**src/rtl/core/assert_macros.svh**
```systemverilog
// ---------------------------------------------------------------------------
// assert_macros.svh
// Concurrent assertion macros used by the interrupt controller RTL.
// Define NO_ASSERTIONS to compile them away.
// ---------------------------------------------------------------------------
`ifndef ASSERT_MACROS_SVH
`define ASSERT_MACROS_SVH

`ifndef NO_ASSERTIONS

// Property that must hold at every clock edge outside reset.
`define ASSERT_ALWAYS(label, clk, rst_n, prop, msg) \
    label: assert property (@(posedge clk) disable iff (!rst_n) (prop)) else $error(msg);

// Antecedent in one cycle implies consequent in the next cycle.
`define ASSERT_NEXT(label, clk, rst_n, ante, cons, msg) \
    label: assert property (@(posedge clk) disable iff (!rst_n) (ante) |=> (cons)) \
        else $error(msg);

`else

`define ASSERT_ALWAYS(label, clk, rst_n, prop, msg)
`define ASSERT_NEXT(label, clk, rst_n, ante, cons, msg)

`endif

`endif

```
**src/rtl/core/pvic_pkg.sv**
```systemverilog
// ---------------------------------------------------------------------------
// pvic_pkg
// Types, codes and helper functions of the pseudo-VIA interrupt controller.
// ---------------------------------------------------------------------------
package pvic_pkg;

    typedef enum logic [1:0] {
        FLV_BASE   = 2'd0,
        FLV_V8     = 2'd1,
        FLV_SONORA = 2'd2,
        FLV_MSC    = 2'd3
    } t_flavour;

    typedef enum logic [2:0] {
        OP_READ     = 3'd0,
        OP_WRITE    = 3'd1,
        OP_SLOT     = 3'd2,
        OP_SOUND    = 3'd3,
        OP_SCSI_IRQ = 3'd4,
        OP_SCSI_DRQ = 3'd5
    } t_opcode;

    typedef enum logic [2:0] {
        FWD_NONE   = 3'd0,
        FWD_PORT_A = 3'd1,
        FWD_PORT_B = 3'd2,
        FWD_CONFIG = 3'd3,
        FWD_VIDEO  = 3'd4,
        FWD_MSC    = 3'd5
    } t_fwd;

    // Register offsets after address masking.
    localparam logic [7:0] OFF_PORT_B    = 8'h00;
    localparam logic [7:0] OFF_CONFIG    = 8'h01;
    localparam logic [7:0] OFF_SLOT_FLG  = 8'h02;
    localparam logic [7:0] OFF_MAIN_FLG  = 8'h03;
    localparam logic [7:0] OFF_VIDEO     = 8'h10;
    localparam logic [7:0] OFF_SLOT_EN   = 8'h12;
    localparam logic [7:0] OFF_MAIN_EN   = 8'h13;
    localparam logic [7:0] OFF_MSC_LO    = 8'h20;
    localparam logic [7:0] OFF_MSC_HI    = 8'h2F;

    // Address masks.
    localparam logic [7:0] DEC_NARROW    = 8'h13;
    localparam logic [7:0] DEC_WIDE      = 8'h1F;
    localparam logic [7:0] DEC_FULL      = 8'hFF;

    // Bit masks and reset values.
    localparam logic [7:0] SLOT_FLG_RST  = 8'h7F;
    localparam logic [7:0] MAIN_FLG_RST  = 8'h1B;
    localparam logic [7:0] SLOT_IRQ_MASK = 8'h78;
    localparam logic [7:0] MAIN_IRQ_MASK = 8'h1B;
    localparam logic [7:0] SUMMARY_BIT   = 8'h80;
    localparam logic [7:0] SOUND_BIT     = 8'h10;
    localparam logic [7:0] SCSI_IRQ_BIT  = 8'h08;
    localparam logic [7:0] SCSI_DRQ_BIT  = 8'h01;
    localparam logic [7:0] SLOT_WR_BIT   = 8'h40;
    localparam logic [7:0] VIDEO_RD_MASK = 8'h38;
    localparam logic [7:0] LOW7_MASK     = 8'h7F;
    localparam logic [7:0] QUIRK_WR_VAL  = 8'hFF;
    localparam logic [7:0] QUIRK_EN_VAL  = 8'h1F;

    typedef struct packed {
        t_opcode    opcode;
        logic [9:0] address;
        logic [7:0] write_data;
        logic [7:0] slot_mask;
        logic       line_level;
        logic [7:0] ext_data;
    } t_item;

    typedef struct packed {
        logic [7:0] read_data;
        logic       irq_out;
        t_fwd       forward_target;
        logic [3:0] forward_index;
        logic [7:0] forward_data;
    } t_result;

    typedef struct packed {
        logic [7:0] slot_flags;
        logic [7:0] main_flags;
        logic [7:0] slot_enables;
        logic [7:0] main_enables;
        logic [7:0] video;
        logic       sound_line;
        logic       irq;
    } t_state;

    // Refresh the any-slot bit, the sound bit on level flavours and the summary bit.
    function automatic t_state recompute(t_state s, logic is_base);
        logic [7:0] mf;
        logic [7:0] act;
        mf    = s.main_flags;
        mf[1] = |(~s.slot_flags & SLOT_IRQ_MASK & s.slot_enables);
        if (!is_base) begin
            mf[4] = s.sound_line;
        end
        act = mf & s.main_enables & MAIN_IRQ_MASK;
        if (|act) begin
            mf    = act | SUMMARY_BIT;
            s.irq = 1'b1;
        end else begin
            mf[7] = 1'b0;
            s.irq = 1'b0;
        end
        s.main_flags = mf;
        return s;
    endfunction

    // Bit 7 selects set or clear of the written ones in bits 0 to 6.
    function automatic logic [7:0] selector_write(logic [7:0] cur, logic [7:0] v);
        logic [7:0] bits;
        bits = v & LOW7_MASK;
        return v[7] ? (cur | bits) : (cur & ~bits);
    endfunction

endpackage

```
**src/rtl/core/pseudo_via_interrupt_controller.sv**
```systemverilog
// ---------------------------------------------------------------------------
// pseudo_via_interrupt_controller
// Each item passes the input register, the execute logic and the result register.
// Throughput: one transfer per cycle unless i_out_stall holds a result;
// one result per item, in item order. The single-pass execute logic sets this rate.
// Reset (synchronous, active low): flavour base, flags 0x7F / 0x1B, enables,
// video and sound line zero, irq low, both stages empty.
// ---------------------------------------------------------------------------
module pseudo_via_interrupt_controller
    import pvic_pkg::*;
(
    input  logic       i_clk,
    input  logic       i_rst_n,

    // Configuration: flavour select.
    input  logic       i_cfg_we,
    input  logic [1:0] i_cfg_data,

    // Item channel.
    input  logic       i_in_valid,
    output logic       o_in_stall,
    input  logic [2:0] i_opcode,
    input  logic [9:0] i_address,
    input  logic [7:0] i_write_data,
    input  logic [7:0] i_slot_mask,
    input  logic       i_line_level,
    input  logic [7:0] i_external_read_data,

    // Result channel.
    output logic       o_out_valid,
    input  logic       i_out_stall,
    output logic [7:0] o_read_data,
    output logic       o_irq_out,
    output logic [2:0] o_forward_target,
    output logic [3:0] o_forward_index,
    output logic [7:0] o_forward_data
);

    // Only write the flavour register while the block is idle; nothing enforces it.
    t_flavour r_flavour;

    t_item    w_in_item;
    t_item    w_stage_item;
    logic     w_stage_valid;
    logic     w_out_free;
    logic     w_fire;
    t_result  w_result;
    logic     r_out_valid;
    logic     n_out_valid;
    t_result  r_out;

    assign w_in_item.opcode     = t_opcode'(i_opcode);
    assign w_in_item.address    = i_address;
    assign w_in_item.write_data = i_write_data;
    assign w_in_item.slot_mask  = i_slot_mask;
    assign w_in_item.line_level = i_line_level;
    assign w_in_item.ext_data   = i_external_read_data;

    // The result register is free when empty or when its transfer completes now,
    // so the pipeline keeps moving one item per cycle under a taken result.
    assign w_out_free = !r_out_valid || !i_out_stall;
    assign w_fire     = w_stage_valid && w_out_free;

    pvic_in_reg u_in_reg (
        .i_clk     (i_clk),
        .i_rst_n   (i_rst_n),
        .i_valid   (i_in_valid),
        .i_item    (w_in_item),
        .i_advance (w_out_free),
        .o_stall   (o_in_stall),
        .o_valid   (w_stage_valid),
        .o_item    (w_stage_item)
    );

    // Register state is updated at the same edge that captures the result.
    pvic_exec u_exec (
        .i_clk     (i_clk),
        .i_rst_n   (i_rst_n),
        .i_fire    (w_fire),
        .i_flavour (r_flavour),
        .i_item    (w_stage_item),
        .o_result  (w_result)
    );

    always_ff @(posedge i_clk) begin
        if (!i_rst_n) begin
            r_flavour <= FLV_BASE;
        end else if (i_cfg_we) begin
            r_flavour <= t_flavour'(i_cfg_data);
        end
    end

    always_comb begin
        if (w_fire) begin
            n_out_valid = 1'b1;
        end else if (!i_out_stall) begin
            n_out_valid = 1'b0;
        end else begin
            n_out_valid = r_out_valid;
        end
    end

    always_ff @(posedge i_clk) begin
        if (!i_rst_n) begin
            r_out_valid <= 1'b0;
        end else begin
            r_out_valid <= n_out_valid;
        end
    end

    // Result payload only loads on a fire, so a stalled result holds.
    always_ff @(posedge i_clk) begin
        if (w_fire) begin
            r_out <= w_result;
        end
    end

    assign o_out_valid      = r_out_valid;
    assign o_read_data      = r_out.read_data;
    assign o_irq_out        = r_out.irq_out;
    assign o_forward_target = r_out.forward_target;
    assign o_forward_index  = r_out.forward_index;
    assign o_forward_data   = r_out.forward_data;

endmodule

```
**src/rtl/core/pvic_in_reg.sv**
```systemverilog
// ---------------------------------------------------------------------------
// pvic_in_reg
// Input register stage: holds one item until the execute stage takes it.
// ---------------------------------------------------------------------------
module pvic_in_reg
    import pvic_pkg::*;
(
    input  logic  i_clk,
    input  logic  i_rst_n,
    input  logic  i_valid,
    input  t_item i_item,
    input  logic  i_advance,
    output logic  o_stall,
    output logic  o_valid,
    output t_item o_item
);

    logic  r_valid;
    logic  n_valid;
    t_item r_item;
    logic  w_accept;

    // A held item blocks the input only while it cannot move on.
    assign o_stall  = r_valid && !i_advance;
    assign w_accept = i_valid && !o_stall;

    always_comb begin
        if (w_accept) begin
            n_valid = 1'b1;
        end else if (i_advance) begin
            n_valid = 1'b0;
        end else begin
            n_valid = r_valid;
        end
    end

    always_ff @(posedge i_clk) begin
        if (!i_rst_n) begin
            r_valid <= 1'b0;
        end else begin
            r_valid <= n_valid;
        end
    end

    always_ff @(posedge i_clk) begin
        if (w_accept) begin
            r_item <= i_item;
        end
    end

    assign o_valid = r_valid;
    assign o_item  = r_item;

endmodule

```
**src/rtl/core/pvic_exec.sv**
```systemverilog
// ---------------------------------------------------------------------------
// pvic_exec
// Controller registers and the single-pass logic that applies one item.
// ---------------------------------------------------------------------------
`include "assert_macros.svh"

module pvic_exec
    import pvic_pkg::*;
(
    input  logic     i_clk,
    input  logic     i_rst_n,
    input  logic     i_fire,
    input  t_flavour i_flavour,
    input  t_item    i_item,
    output t_result  o_result
);

    t_state     r_state;
    t_state     n_state;
    t_result    w_res;
    logic       w_base;
    logic       w_msc;
    logic [7:0] w_rd_off;
    logic [7:0] w_wr_off;
    logic       w_msc_win;
    logic [7:0] w_wdata;

    assign w_base    = (i_flavour == FLV_BASE);
    assign w_msc     = (i_flavour == FLV_MSC);
    assign w_wdata   = i_item.write_data;
    assign w_msc_win = (i_item.address[7:0] >= OFF_MSC_LO) &&
                       (i_item.address[7:0] <= OFF_MSC_HI);

    // Read and write decode differ for the v8 flavour.
    always_comb begin
        unique case (i_flavour)
            FLV_BASE:   w_rd_off = i_item.address[7:0] & DEC_NARROW;
            FLV_V8:     w_rd_off = i_item.address[7:0] & DEC_NARROW;
            FLV_SONORA: w_rd_off = i_item.address[7:0] & DEC_WIDE;
            FLV_MSC:    w_rd_off = i_item.address[7:0] & DEC_FULL;
            default:    w_rd_off = i_item.address[7:0] & DEC_FULL;
        endcase
        unique case (i_flavour)
            FLV_BASE:   w_wr_off = i_item.address[7:0] & DEC_NARROW;
            FLV_V8:     w_wr_off = i_item.address[7:0] & DEC_WIDE;
            FLV_SONORA: w_wr_off = i_item.address[7:0] & DEC_WIDE;
            FLV_MSC:    w_wr_off = i_item.address[7:0] & DEC_FULL;
            default:    w_wr_off = i_item.address[7:0] & DEC_FULL;
        endcase
    end

    always_comb begin
        n_state = r_state;
        w_res   = '0;
        unique case (i_item.opcode)
            OP_READ: begin
                if (w_msc && w_msc_win) begin
                    w_res.read_data = i_item.ext_data;
                end else if (w_msc && (w_rd_off >= OFF_MSC_LO)) begin
                    w_res.read_data = '0;
                end else begin
                    unique case (w_rd_off)
                        OFF_PORT_B:   w_res.read_data = w_msc ? i_item.ext_data : 8'h00;
                        OFF_CONFIG:   w_res.read_data = i_item.ext_data;
                        OFF_SLOT_FLG: w_res.read_data = r_state.slot_flags;
                        OFF_MAIN_FLG: w_res.read_data = r_state.main_flags;
                        OFF_VIDEO: begin
                            w_res.read_data = (r_state.video & ~VIDEO_RD_MASK) |
                                              i_item.ext_data;
                        end
                        OFF_SLOT_EN:  w_res.read_data = r_state.slot_enables & LOW7_MASK;
                        OFF_MAIN_EN:  w_res.read_data = r_state.main_enables & LOW7_MASK;
                        default:      w_res.read_data = '0;
                    endcase
                end
            end
            OP_WRITE: begin
                if (w_msc && w_msc_win) begin
                    w_res.forward_target = FWD_MSC;
                    w_res.forward_index  = i_item.address[3:0];
                    w_res.forward_data   = w_wdata;
                end else if (!w_msc && i_item.address[9]) begin
                    w_res.forward_target = FWD_PORT_A;
                    w_res.forward_data   = w_wdata;
                end else begin
                    unique case (w_wr_off)
                        OFF_PORT_B: begin
                            w_res.forward_target = FWD_PORT_B;
                            w_res.forward_data   = w_wdata;
                        end
                        OFF_CONFIG: begin
                            w_res.forward_target = FWD_CONFIG;
                            w_res.forward_data   = w_wdata;
                        end
                        OFF_SLOT_FLG: begin
                            n_state.slot_flags = r_state.slot_flags | (w_wdata & SLOT_WR_BIT);
                            n_state = recompute(n_state, w_base);
                        end
                        OFF_MAIN_FLG: begin
                            // Level flavours keep the sound bit; it mirrors the line.
                            n_state.main_flags = r_state.main_flags & ~(w_wdata & LOW7_MASK &
                                                 (w_base ? 8'hFF : ~SOUND_BIT));
                            n_state = recompute(n_state, w_base);
                        end
                        OFF_VIDEO: begin
                            n_state.video        = w_wdata;
                            w_res.forward_target = FWD_VIDEO;
                            w_res.forward_data   = w_wdata;
                        end
                        OFF_SLOT_EN: begin
                            n_state.slot_enables = selector_write(r_state.slot_enables, w_wdata);
                            n_state = recompute(n_state, w_base);
                        end
                        OFF_MAIN_EN: begin
                            n_state.main_enables = selector_write(r_state.main_enables, w_wdata);
                            if (w_base && (w_wdata == QUIRK_WR_VAL)) begin
                                n_state.main_enables = QUIRK_EN_VAL;
                            end
                            n_state = recompute(n_state, w_base);
                        end
                        default: begin
                            n_state = r_state;
                        end
                    endcase
                end
            end
            OP_SLOT: begin
                if (i_item.line_level) begin
                    n_state.slot_flags = r_state.slot_flags & ~i_item.slot_mask;
                end else begin
                    n_state.slot_flags = r_state.slot_flags | i_item.slot_mask;
                end
                n_state = recompute(n_state, w_base);
            end
            OP_SOUND: begin
                n_state.sound_line = i_item.line_level;
                if (w_base) begin
                    // Edge-latched: only a rising edge raises the sound flag.
                    if (i_item.line_level && !r_state.sound_line) begin
                        n_state.main_flags = r_state.main_flags | SOUND_BIT;
                        n_state = recompute(n_state, w_base);
                    end
                end else begin
                    n_state = recompute(n_state, w_base);
                end
            end
            OP_SCSI_IRQ: begin
                n_state.main_flags = i_item.line_level ? (r_state.main_flags | SCSI_IRQ_BIT)
                                                       : (r_state.main_flags & ~SCSI_IRQ_BIT);
                n_state = recompute(n_state, w_base);
            end
            OP_SCSI_DRQ: begin
                n_state.main_flags = i_item.line_level ? (r_state.main_flags | SCSI_DRQ_BIT)
                                                       : (r_state.main_flags & ~SCSI_DRQ_BIT);
                n_state = recompute(n_state, w_base);
            end
            default: begin
                n_state = r_state;
            end
        endcase
        w_res.irq_out = n_state.irq;
    end

    always_ff @(posedge i_clk) begin
        if (!i_rst_n) begin
            r_state.slot_flags   <= SLOT_FLG_RST;
            r_state.main_flags   <= MAIN_FLG_RST;
            r_state.slot_enables <= '0;
            r_state.main_enables <= '0;
            r_state.video        <= '0;
            r_state.sound_line   <= 1'b0;
            r_state.irq          <= 1'b0;
        end else if (i_fire) begin
            r_state <= n_state;
        end
    end

    assign o_result = w_res;

    `ASSERT_ALWAYS(a_irq_is_summary, i_clk, i_rst_n, r_state.irq == r_state.main_flags[7], "irq level and summary flag disagree")
    `ASSERT_ALWAYS(a_main_unused_clear, i_clk, i_rst_n, (r_state.main_flags & 8'h64) == 8'h00, "unused main flag bits set")
    `ASSERT_NEXT(a_idle_holds_flags, i_clk, i_rst_n, i_rst_n && !i_fire, $stable(r_state.main_flags) && $stable(r_state.slot_flags), "flags changed without an item")

endmodule

```
**config.mk**
```make
export PLATFORM = sky130hd
export DESIGN_NAME = pseudo_via_interrupt_controller
export DESIGN_NICKNAME = d
export VERILOG_FILES = /design/src/rtl/core/pvic_pkg.sv /design/src/rtl/core/pseudo_via_interrupt_controller.sv /design/src/rtl/core/pvic_in_reg.sv /design/src/rtl/core/pvic_exec.sv
export VERILOG_INCLUDE_DIRS = /design/src /design/src/rtl/core
export SDC_FILE = /design/constraint.sdc
export NUM_CORES = 1
export LEC_CHECK = 0
export ABC_CLOCK_PERIOD_IN_PS = 5750
export BUFFER_PORTS_ARGS = -buffer_cell sky130_fd_sc_hd__buf_2
export CORE_MARGIN = 4
export CORE_UTILIZATION = 30
export CTS_BUF_LIST = sky130_fd_sc_hd__clkbuf_8 sky130_fd_sc_hd__clkbuf_16
export CTS_CLUSTER_DIAMETER = 40
export DETAILED_ROUTE_END_ITERATION = 6
export PLACE_DENSITY = 0.51
export SLEW_MARGIN = 5
export SYNTH_ARGS = -nofsm -noshare
export SYNTH_HDL_FRONTEND = slang
export SYNTH_SLANG_ARGS = --single-unit
```
**constraint.sdc**
```tcl
create_clock -name i_clk -period 5.75 [get_ports i_clk]
set_clock_uncertainty 0.05 [all_clocks]
set_input_delay 1.15 -clock i_clk [delete_from_list [all_inputs] [get_ports i_clk]]
set_output_delay 1.15 -clock i_clk [all_outputs]
set_load 0.03 [all_outputs]
```
Yosys cells after proc, flatten, opt, wreduce, memory -nomap -nowiden

Index checks and enable logic that the tools add are counted.
Widths: inputs -> output; s select.

Order comparisons: 3
Eq/ne operators: 36
Multiplexer cells: 82
Bitwise gates (word level): 40
Reduce and logical (&&, ||, !) cells: 48

Operator list:

| operator           | count |
|---|---|
| $pmux 42 s5        | 1 |
| $mux 8             | 16 |
| $pmux 32 s4        | 1 |
| $mux 42            | 2 |
| $mux 34            | 2 |
| $mux 7             | 9 |
| $pmux 8 s7         | 1 |
| $eq 8x5->1 const B | 6 |
| $pmux 8 s3         | 2 |
| $and 5x5->5        | 9 |
| $mux 1             | 42 |
| $reduce_and 12->1  | 3 |
| $reduce_or 4->1    | 9 |
| $and 7x8->8        | 4 |
| $eq 8x2->1 const B | 4 |
| $reduce_or 8->1    | 4 |
| $not 7->7          | 4 |
| $and 8x8->8        | 3 |
| $or 8x7->8         | 3 |
| $eq 8x1->1 const B | 2 |
| $ge 8x6->1 const B | 2 |
| $logic_not 8->1    | 2 |
| $or 8x8->8         | 2 |
| $and 7x7->7        | 2 |
| 34 further kinds   | 74 |

Flip-flop bits (word level): 108
Input bits: 45
Output and inout port bits: 26
Word-level logic and storage cells: 232

Longest topological paths before layout

Word-level depth: 17
Depth in mapped cells: 10
Depth with buffers taken out: 9

Modules after synthesis

From an unflattened synthesis, not the netlist that was laid out.

Cells, all modules: 542
Area, all modules: 5454.0 sq um

By module, submodules not included:

| module                          | instances | cells an instance | area each (sq um) | seq. area each (sq um) |
|---|---|---|---|---|
| pvic_exec                       | 1         | 465               | 3430.8            | 740.7 |
| pvic_in_reg                     | 1         | 42                | 1188.6            | 1161.1 |
| pseudo_via_interrupt_controller | 1         | 35                | 834.6             | 780.7 |

Least setup slack after synthesis

Ideal clock, no wire load.

Kind: input -> register
Start: in i_out_stall
End: reg u_in_reg.r_item (netlist bit u_in_reg.o_item[0]), enable pin
Setup time: 0.435 ns
Arrival time: 3.152 ns
Data required time: 5.265 ns
Path slack: 2.113 ns
Stages: 2
Buffers on the path: 0
Path through: and3_1 -> nor2b_1

Longest elaborated chain between the ends: 6

Ends and longest elaborated chain:

| item                 | RTL line                              | RTL |
|---|---|---|
| from (decl)          | pseudo_via_interrupt_controller.sv:31 | `input logic i_out_stall,` |
| $logic_not 1->1      | -                                     |  |
| $logic_or 1x1->1     | pseudo_via_interrupt_controller.sv:61 | `assign w_out_free = !r_out_valid \|\| !i_out_stall;` |
| $logic_not 1->1      | pvic_in_reg.sv:24                     | `assign o_stall = r_valid && !i_advance;` |
| $logic_and 1x1->1    | pvic_in_reg.sv:24                     |  |
| $logic_not 1->1      | pvic_in_reg.sv:25                     | `assign w_accept = i_valid && !o_stall;` |
| $logic_and 1x1->1    | pvic_in_reg.sv:25                     |  |
| to (signal assigned) | pvic_in_reg.sv:47                     | `r_item <= i_item;` |
| to (decl)            | pvic_in_reg.sv:20                     | `t_item r_item;` |

No other way between the ends.
A chain may end at the register's enable or synchronous reset.

Final worst setup path

Start: reg r_flavour[0]
End: reg u_exec.r_state[0] (netlist name)

Longest elaborated chain between the ends: 17
Elaborated cells on any way between the ends: 72
Classes of those cells: eq/ne (7); mux (42); bitwise (10); reduce/logical (13)

Ends and longest elaborated chain:

| item                   | RTL line                              | RTL |
|---|---|---|
| from (decl)            | pseudo_via_interrupt_controller.sv:40 | `t_flavour r_flavour;` |
| from (signal assigned) | pseudo_via_interrupt_controller.sv:89 | `r_flavour <= t_flavour'(i_cfg_data);` |
| $logic_not 2->1        | pvic_exec.sv:28, pvic_exec.sv:43      |  |
| $mux 5                 | pvic_exec.sv:102                      | `(w_base ? 8'hFF : ~SOUND_BIT));` |
| $and 7x7->7            | pvic_exec.sv:101                      | `n_state.main_flags = r_state.main_flags & ~(w_wdata & LOW7_MASK &` |
| $not 7->7              | pvic_exec.sv:101                      |  |
| $and 7x7->7            | pvic_exec.sv:101                      |  |
| $mux 1                 | pvic_pkg.sv:96                        | `if (!is_base) begin` |
| $mux 1                 | pvic_exec.sv:86                       | `unique case (w_wr_off)` |
| $mux 1                 | pvic_exec.sv:82                       | `end else if (!w_msc && i_item.address[9]) begin` |
| $mux 1                 | pvic_exec.sv:78                       | `if (w_msc && w_msc_win) begin` |
| $mux 1                 | pvic_exec.sv:55                       | `unique case (i_item.opcode)` |
| $and 5x5->5            | pvic_pkg.sv:99                        | `act = mf & s.main_enables & MAIN_IRQ_MASK;` |
| $reduce_or 4->1        | pvic_pkg.sv:100                       | `if (\|act) begin` |
| $mux 1                 | pvic_pkg.sv:100                       |  |
| $pmux 1 s4             | pvic_exec.sv:86                       |  |
| $mux 42                | pvic_exec.sv:82                       |  |
| $mux 42                | pvic_exec.sv:78                       |  |
| $pmux 42 s5 *          | pvic_exec.sv:55                       |  |
| to (signal assigned)   | pvic_exec.sv:174                      | `r_state <= n_state;` |
| to (decl)              | pvic_exec.sv:18                       | `t_state r_state;` |

Every way passes the cells marked *; elsewhere a longest branch is shown, timed or not. The select of a mux whose other input is x is not followed.

==> reports/summary.txt <==
status: completed
GRT Residual Overflow: 0
crit path max fanout: 13
# Max-Cap Violations: 0
Placed Cells: 839
syn nets: 618
Setup CP Type: flip-flop to flip-flop
CTS tree: built
gpl congestion: 0.9037
met1 usage: 22.42%
pwr/cell area: 266.2 nW/um^2
Initial Utilization: 30.77%
critical path arrival: 3580 ps
met2 usage: 27.77%
Finish-stage setup viols: 0
RSZ-0062 raised after global routing: false
ys flop type: edfxtp_1
CTS HTree Levels: 3
Critical Path End Type: flip-flop
hold crit path type: flip-flop to flip-flop
Die ar.: 20,000 sq um
Post-CTS Hold Buffers: 0
Syn Area/Cell: 9.387 sq um
post-route insts no fill: 855
NumNets Final: 674
IO Pins: 71
Die Width: 141.4 um
vias in the first global route: 4,646
Root Buffer: clkbuf_16
static leakage: 2.256 nW
yosys warns: 0
# rows: 48
vias per cell: 5.524
CTS buffer count: 9
maximum clock frequency: 0.2951 GHz
Tot Pwr: 0.001652 W
HPWL after DPL: 13,100 um
critical path data required time: 5950 ps
Post-synth EDFFs: 61
Slew @ Worst Pin: 1165 ps
via count: 4,723
clock sink count: 102
GR peak layer: met2
Std-Cell Core Area: 17,360 sq um
Setup Fix Bufs, Post-CTS: 0
CP startpoint kind: flip-flop
Mapped Area: 5341 sq um
Final Max Tran Viols: 0
most common cell after layout, fill and taps aside: nor2_1
Tmin final: 3389 ps
diode count: 0
M3 GR Usage: 3.303%
Fin. Hold Viols: 0
synth unique cells: 67
Post-synth ARST share: 0%
GRT Util Overall: 17.32%
TNS Setup: 0 ps
worst ir drop on vdd: 136.0 uV
post-route ant nets: 0
Resized Gates After CTS: 0
WL per Instance: 20.40 um
final wirelength: 17,440 um
first-pass GRT wire length: 26,290 um
first-pass detailed-route iteration total: 5
Die H: 141.4 um
antenna violations before repair: 0
Seq cells post-synth: 102
largest net degree at the start of global routing: 38
worst skew pair latency: 360 ps
final worst-path cycle share: 58.94%
# DRC: 0
Initial DRC Count: 457
Area Growth Syn to Fin: 16.21%
Rel. slew slack: 21.61%
clock transition at the registers of the reported paths: 70 ps
Syn Inst Count: 569
number of buffers added on ports: 69
CTS Buffer Depth: 2
layout cell share with drive strength beyond 1: 17.62%
Seq/Total Area, Yosys: 49.66%
commonest non-fill, non-tap cells in the layout: nor2_1, buf_2, nand2_1, edfxtp_1, a21oi_1
## Yosys cell counts, types with 6 or more instances
cell type | instances | area share [%]
edfxtp_1 | 61 | 34
a31oi_1 | 6 | 0.70
nand2b_1 | 8 | 0.94
nor4_1 | 7 | 0.82
o21ai_0 | 32 | 3.0
nand4_1 | 7 | 0.82
nor2b_1 | 8 | 0.94
nand3_1 | 17 | 1.6
and2_1 | 13 | 1.5
a21oi_1 | 50 | 4.7
nor2_1 | 70 | 4.9
inv_1 | 12 | 0.84
nor3_1 | 8 | 0.75
mux2i_1 | 16 | 3.0
o22ai_1 | 10 | 1.2
clkbuf_1 | 20 | 1.4
o211ai_1 | 12 | 1.7
nand2_1 | 64 | 4.5
dfxtp_1 | 41 | 15
and3_1 | 7 | 0.82
or3_1 | 6 | 0.70
a221oi_1 | 9 | 1.5
## cell families after synthesis
kind of cell,Yosys count,share of synthesized area [%]
AO/OA/AOI/OAI,164,20.43
buffers and inverters,43,3.115
flip-flops,102,49.66
adder cells (fa/ha/maj),4,0.9370
AND/OR/NAND/NOR,236,22.02
multiplexers,20,3.842
## power breakdown
part           leakage (nW)  total [W]  internal, W  switching [W]
combinational          1.19   0.000180    0.0000606       0.000120
clock                 0.155   0.000631     0.000345       0.000285
sequential            0.909   0.000842     0.000807      0.0000348
## metal layers
metal,wire (um),up-vias
li1,-,2243
met1,7587,2288
met2,8184,153
met3,908,39
met4,761,0
met5,0,-
## layout make-up
type	instances	area, sq um
sequential	102	2653
clock buffer	9	225.2
clock inverter	7	82.58
timing repair buffer	74	382.9
inverter	14	52.55
tap	225	281.5
multi-input combinational	424	2530
fill	1745	11150
## critical path, stage by stage (launching register included)
cell	delay, ps
dfxtp_1	330
inv_1	80
ha_1	530
mux2_2	480
a21bo_2	280
nor4b_4	240
o21ai_1	80
o311a_1	350
or4_1	570
o221a_1	280
## sequential cells by signal (all words and copies together) (netlist names)
signal,count
u_exec.r_state,37
u_in_reg.o_item,37
o_forward_data,8
o_read_data,8
o_forward_index,4
o_forward_target,3
r_flavour,2
o_irq_out,1
o_out_valid,1
u_in_reg.o_valid,1
## per-stage QoR
stage	instance area, sq um	utilization (%)	hold slack (ps)	setup WS, ps
floorplan	5341	-	378.0	2113
global placement	5899	33.99	383.1	2204
detailed placement	5899	33.99	390.3	2185
CTS	6207	35.76	400.8	2362
global route	6207	35.76	418.8	2215
finish	6207	35.76	402.9	2361
## final timing paths
path                              startpoint                         endpoint  slack (ps)  cells past startpoint
max                r_flavour[0]$_SDFFE_PN0P_   u_exec.r_state[0]$_SDFFE_PN0P_        2360                      9
min          u_exec.r_state[31]$_SDFFE_PN0P_  u_exec.r_state[31]$_SDFFE_PN0P_         400                      1
max reg2reg        r_flavour[0]$_SDFFE_PN0P_   u_exec.r_state[0]$_SDFFE_PN0P_        2360                      9
min reg2reg  u_exec.r_state[31]$_SDFFE_PN0P_  u_exec.r_state[31]$_SDFFE_PN0P_         400                      1
No activity file was read; power rests on OpenSTA's default activity.
